`src/hdl/tli_pkg.sv`:
```
package tli_pkg;

  localparam int COORD_BITS = 16;
  localparam int VALUE_BITS = 16;
  localparam int FRAC_BITS  = 8;

  localparam int FIELD_BITS = 16;
  localparam int RES_BITS   = 32;
  localparam int CW = (COORD_BITS > FIELD_BITS) ? FIELD_BITS + 1 : COORD_BITS;
  localparam int VW = (VALUE_BITS > FIELD_BITS) ? FIELD_BITS + 1 : VALUE_BITS;
  localparam int DW = CW + 1;
  localparam int PW = 2 * DW;
  localparam int EW = PW + 1;
  localparam int MW = EW + VW;
  localparam int SW = MW + 2;
  localparam int AW = SW + RES_BITS;
  localparam int HI_SHIFT = RES_BITS - FRAC_BITS;

  typedef enum logic [2:0] {
    REG_VERTEX_A = 3'd0,
    REG_VERTEX_B = 3'd1,
    REG_VERTEX_C = 3'd2,
    REG_VALUE_A  = 3'd3,
    REG_VALUE_B  = 3'd4,
    REG_VALUE_C  = 3'd5
  } reg_idx_e;

  typedef struct packed {
    logic signed [FIELD_BITS-1:0] query_x;
    logic signed [FIELD_BITS-1:0] query_y;
  } in_t;

  typedef struct packed {
    logic signed [RES_BITS-1:0] interp_value;
    logic                       inside_res;
    logic                       degenerate;
    logic                       saturated;
  } out_t;

  typedef struct packed {
    logic [2:0][CW-1:0] ox;
    logic [2:0][CW-1:0] oy;
    logic [2:0][DW-1:0] ex;
    logic [2:0][DW-1:0] ey;
    logic [2:0]         pos;
    logic [EW-1:0]      mag;
    logic               deg;
    logic [2:0][VW-1:0] val;
  } geom_t;

  typedef struct packed {
    logic [EW-1:0]       rem;
    logic [RES_BITS-1:0] nq;
    logic                neg;
    logic                ovf;
    logic                ins;
  } div_t;

  function automatic logic [CW-1:0] sext_coord(logic [FIELD_BITS-1:0] f);
    return CW'({1'b0, f});
  endfunction

  function automatic logic [VW-1:0] sext_value(logic [FIELD_BITS-1:0] f);
    return VW'({1'b0, f});
  endfunction

endpackage

```
`src/hdl/tli_setup.sv`:
```
module tli_setup import tli_pkg::*; (
  input  logic                         clk_i,
  input  logic                         rst_ni,
  input  logic [2:0][2*FIELD_BITS-1:0] vertex_i,
  input  logic [2:0][FIELD_BITS-1:0]   value_i,
  output geom_t                        geom_o
);

  logic signed [CW-1:0] vx [3];
  logic signed [CW-1:0] vy [3];
  logic signed [CW-1:0] ox [3];
  logic signed [CW-1:0] oy [3];
  logic signed [CW-1:0] tx [3];
  logic signed [CW-1:0] ty [3];
  logic signed [CW-1:0] px [3];
  logic signed [CW-1:0] py [3];

  logic signed [DW-1:0] ex_q [3];
  logic signed [DW-1:0] ey_q [3];
  logic signed [DW-1:0] dx_q [3];
  logic signed [DW-1:0] dy_q [3];
  logic signed [PW-1:0] pa_q [3];
  logic signed [PW-1:0] pb_q [3];
  logic signed [EW-1:0] den_q [3];
  logic [EW-1:0]        mag_q;

  always_comb begin
    for (int k = 0; k < 3; k++) begin
      vx[k] = sext_coord(vertex_i[k][2*FIELD_BITS-1:FIELD_BITS]);
      vy[k] = sext_coord(vertex_i[k][FIELD_BITS-1:0]);
    end
    // origin, edge end and opposite vertex per edge function
    ox[0] = vx[1]; oy[0] = vy[1]; tx[0] = vx[2]; ty[0] = vy[2]; px[0] = vx[0]; py[0] = vy[0];
    ox[1] = vx[0]; oy[1] = vy[0]; tx[1] = vx[2]; ty[1] = vy[2]; px[1] = vx[1]; py[1] = vy[1];
    ox[2] = vx[0]; oy[2] = vy[0]; tx[2] = vx[1]; ty[2] = vy[1]; px[2] = vx[2]; py[2] = vy[2];
  end

  always_ff @(posedge clk_i or negedge rst_ni) begin
    if (!rst_ni) begin
      for (int k = 0; k < 3; k++) begin
        ex_q[k]  <= '0;
        ey_q[k]  <= '0;
        dx_q[k]  <= '0;
        dy_q[k]  <= '0;
        pa_q[k]  <= '0;
        pb_q[k]  <= '0;
        den_q[k] <= '0;
      end
      mag_q <= '0;
    end else begin
      for (int k = 0; k < 3; k++) begin
        ex_q[k]  <= DW'(tx[k]) - DW'(ox[k]);
        ey_q[k]  <= DW'(ty[k]) - DW'(oy[k]);
        dx_q[k]  <= DW'(px[k]) - DW'(ox[k]);
        dy_q[k]  <= DW'(py[k]) - DW'(oy[k]);
        pa_q[k]  <= PW'(dx_q[k]) * PW'(ey_q[k]);
        pb_q[k]  <= PW'(dy_q[k]) * PW'(ex_q[k]);
        den_q[k] <= EW'(pa_q[k]) - EW'(pb_q[k]);
      end
      mag_q <= den_q[0][EW-1] ? EW'(-den_q[0]) : EW'(den_q[0]);
    end
  end

  always_comb begin
    for (int k = 0; k < 3; k++) begin
      geom_o.ox[k]  = ox[k];
      geom_o.oy[k]  = oy[k];
      geom_o.ex[k]  = ex_q[k];
      geom_o.ey[k]  = ey_q[k];
      geom_o.pos[k] = !den_q[k][EW-1] && (den_q[k] != '0);
      geom_o.val[k] = sext_value(value_i[k]);
    end
    geom_o.mag = mag_q;
    geom_o.deg = (den_q[0] == '0) || (den_q[1] == '0) || (den_q[2] == '0);
  end

endmodule

```
`config.mk`:
```
export PLATFORM = sky130hd
export DESIGN_NAME = tli_setup
export DESIGN_NICKNAME = d
export VERILOG_FILES = /design/src/hdl/tli_pkg.sv /design/src/hdl/tli_setup.sv
export SDC_FILE = /design/constraint.sdc
export NUM_CORES = 2
export LEC_CHECK = 0
export BUFFER_PORTS_ARGS = -buffer_cell sky130_fd_sc_hd__buf_4
export CAP_MARGIN = 30
export CORE_MARGIN = 3
export CORE_UTILIZATION = 58
export CTS_CLUSTER_SIZE = 24
export DETAILED_ROUTE_END_ITERATION = 10
export HOLD_SLACK_MARGIN = 0.1
export PLACE_DENSITY = 0.8
export SKIP_LAST_GASP = 1
export SYNTH_ARGS = -nofsm -noshare
export SYNTH_HDL_FRONTEND = slang
export SYNTH_SLANG_ARGS = --single-unit
```
`constraint.sdc`:
```
create_clock -name clk_i -period 5.95 [get_ports clk_i]
set_clock_uncertainty 0.15 [all_clocks]
set_input_delay 1.785 -clock clk_i [delete_from_list [all_inputs] [get_ports clk_i]]
set_output_delay 1.785 -clock clk_i [all_outputs]
set_load 0.02 [all_outputs]
```
==> results.json <==
{
  "syn_avg_cell_area_sq_um": 9.31,
  "worst_slew_pin_slew_ns": 0.798,
  "nets": 9848,
  "cts_made_buffers": 49,
  "htree_levels": 2,
  "maxCapViolCount": 0,
  "final_area_sq_um": 79600,
  "ys_ff_latch": 409,
  "grt_pass1_vias": 57979,
  "violations": "negative setup slack",
  "syn2layout_area_growth_pct": 17.2,
  "place_area_sq_um": 74300,
  "wire_per_inst_um": 22.1,
  "start_util_pct": 58.9,
  "layout_commonest_cell": "inv_1",
  "dieArea_sq_um": 121000,
  "worstPathMaxFanout": 5,
  "overflow": 0,
  "slew_headroom_pct": 46.3,
  "yosys_warnings": 0,
  "yosysSeqAreaShare_pct": 15.1,
  "syn_inst": 7297,
  "worstSkewPairLatency_ns": 0.66,
  "grt_pass1_wl_um": 320000,
  "rsz0062_at_grt": "true",
  "cts-root-buf": "clkbuf_16",
  "hold_viol_final": 0,
  "cts_tree": "yes",
  "io_buffers": 334,
  "final_cell_count_no_fill": 9492,
  "finalCritPeriodShare_pct": 105,
  "crit_family": "adder cells",
  "drv_slew": 0,
  "cp-start-kind": "flip-flop",
  "grt_max_degree": 85,
  "antenna_found_initial": 14,
  "critPathBufInv": 8,
  "dp_hpwl_um": 168000,
  "status": "finished with violations",
  "crit_path_top_delay_cell": "fa_1",
  "routed_wl_um": 209000,
  "max_freq_mhz": 161,
  "drc": 0,
  "required_ns": 6.32,
  "detail-route-antenna-nets": 0,
  "track_usage_pct": 34.1,
  "clk_pin_slew_ns": 0.07,
  "worst_slack_ns": -0.276,
  "critical_path_class": "flip-flop to flip-flop",
  "cpMostUsedCell": "fa_1",
  "die_y_um": 348,
  "cp-end-kind": "flip-flop",
  "rows": 124,
  "numClockSinks": 409,
  "cp.arrival_ns": 6.60,
  "place_ws_ns": -0.636,
  "fin_crit_ns": 6.23,
  "die_w_um": 348,
  "final-setup-viol-count": 37,
  "cp_slowest_stage_delay_ns": 0.55,
  "globalplace.congestion": 1.01,
  "routed_via_density": 5.70,
  "dr.pass1.iters": 8,
  "dp.cells": 9238,
  "synth_flop_cell": "dfrtp_1",
  "drive_gt1_share_pct": 19.6,
  "syn-num-nets": 9209,
  "hold_class": "flip-flop to flip-flop",
  "layout_common_cells": "inv_1, fa_1, buf_4",
  "synth_edf_count": 0,
  "syn-cell-area_sq_um": 67900,
  "num_vias": 54094,
  "async_reset_ff_share_pct": 100,
  "synth_cell_types": 79,
  "ctsLongestPathBuffers": 3,
  "ios": 431,
  "drtIter0Drc": 4365,
  "core-area_sq_um": 115000,
  "cp_cell_sequence": "buf_6, and2_1, fa_1, inv_1, fa_2, fa_1, inv_2, fa_1, fa_1, inv_1, fa_1, inv_1, ha_4, a211oi_2, nor3_2, o41ai_2, buf_4, o211ai_1, buf_4, a31oi_4, o211ai_1, buf_4, a311o_1"
}
-- Yosys cell counts (63+ instances only) --
cell type	count	share of area [%]
xnor2_1	263	3.4
inv_1	1500	8.3
xor2_1	63	0.81
nor3_1	95	0.70
dfrtp_1	409	15
nand3_1	80	0.59
nor2_1	255	1.4
o21ai_0	170	1.3
buf_4	212	2.3
fa_1	1195	35
and2_1	599	5.5
nand2_1	673	3.7
clkbuf_1	210	1.2
a21oi_1	259	1.9
a21o_1	96	1.1
ha_1	571	11
-- flip-flops by register name, summed over array words and instances, names as in the netlist --
| signal | count |
|---|---|
| den_q | 104 |
| pb_q | 102 |
| dx_q | 50 |
| dy_q | 50 |
| mag_q | 35 |
| geom_o | 34 |
| pa_q | 34 |
-- repair_timing --
action | 4_1_cts | 5_1_grt
cloned | 1 | 2
buffers inserted | 76 | 87
endpoints found under the setup margin | 56 | 63
resized for setup | 213 | 366
pin swaps | 108 | 239
hold buffers | 0 | 0
-- cells by family (layout without fill, tap and decap cells) --
logic type / after synthesis / count (layout) / share of synthesized area [%]
flops: 409 / 409 / 15.1
xor+xnor: 326 / 326 / 4.20
fa+ha+maj: 1766 / 1766 / 45.7
compound gates: 878 / 878 / 8.36
simple gates: 1973 / 1973 / 14.6
other cells: 0 / 7 / 0
buf+inv: 1930 / 2606 / 11.8
mux: 15 / 15 / 0.225
-- tightest hold or removal path: cells and delay by family, from the launching register on --
kind / cells / cell delay, ns
flops: 1 / 0.32
fa+ha+maj: 1 / 0.12
buf+inv: 1 / 0.05
-- final timing paths --
kind / start / endpoint / slack (ns) / cells after the start
max in group asynchronous: rst_ni / geom_o[149] / 3.51 / 2
min in group asynchronous: rst_ni / dy_q[5] / 0.93 / 1
min: pb_q[68] / den_q[70] / 0.35 / 2
max: geom_o[92] / pa_q[100] / -0.28 / 23
min reg2reg: pb_q[68] / den_q[70] / 0.35 / 2
max reg2reg: geom_o[92] / pa_q[100] / -0.28 / 23
-- per-layer routing --
metal,global-route usage (%),routed length [um],vias up
li1,-,-,23597
met1,42.9,77200,27303
met2,55.1,98600,2436
met3,6.72,18300,754
met4,20.0,15200,4
met5,0,29,-
-- area by class of cell --
class                           instances  area [sq um]
Clock inverter                         25           390
Inverter                             1501          5640
Fill cell                            8250         35600
Antenna cell                            7          17.5
Multi-Input combinational cell       4958         51500
Clock buffer                           63          1340
Tap cell                             1512          1890
Timing Repair Buffer                 1017          8480
Sequential cell                       409         10300
-- through the flow --
stage                     setup TNS (ns)  hold slack, ns  utilization (%)
after detailed placement           -7.22           0.341             64.5
after global routing              -11.28           0.368             69.1
after floorplan                  -0.0442           0.245                -
final                              -4.00           0.349             69.1
after CTS                         -0.953           0.352             67.2
after global placement             -3.56           0.335             64.5
Power is left out: the tool's default activity adds up to more than one toggle a clock period on the data nets, which glitch-free logic cannot reach.
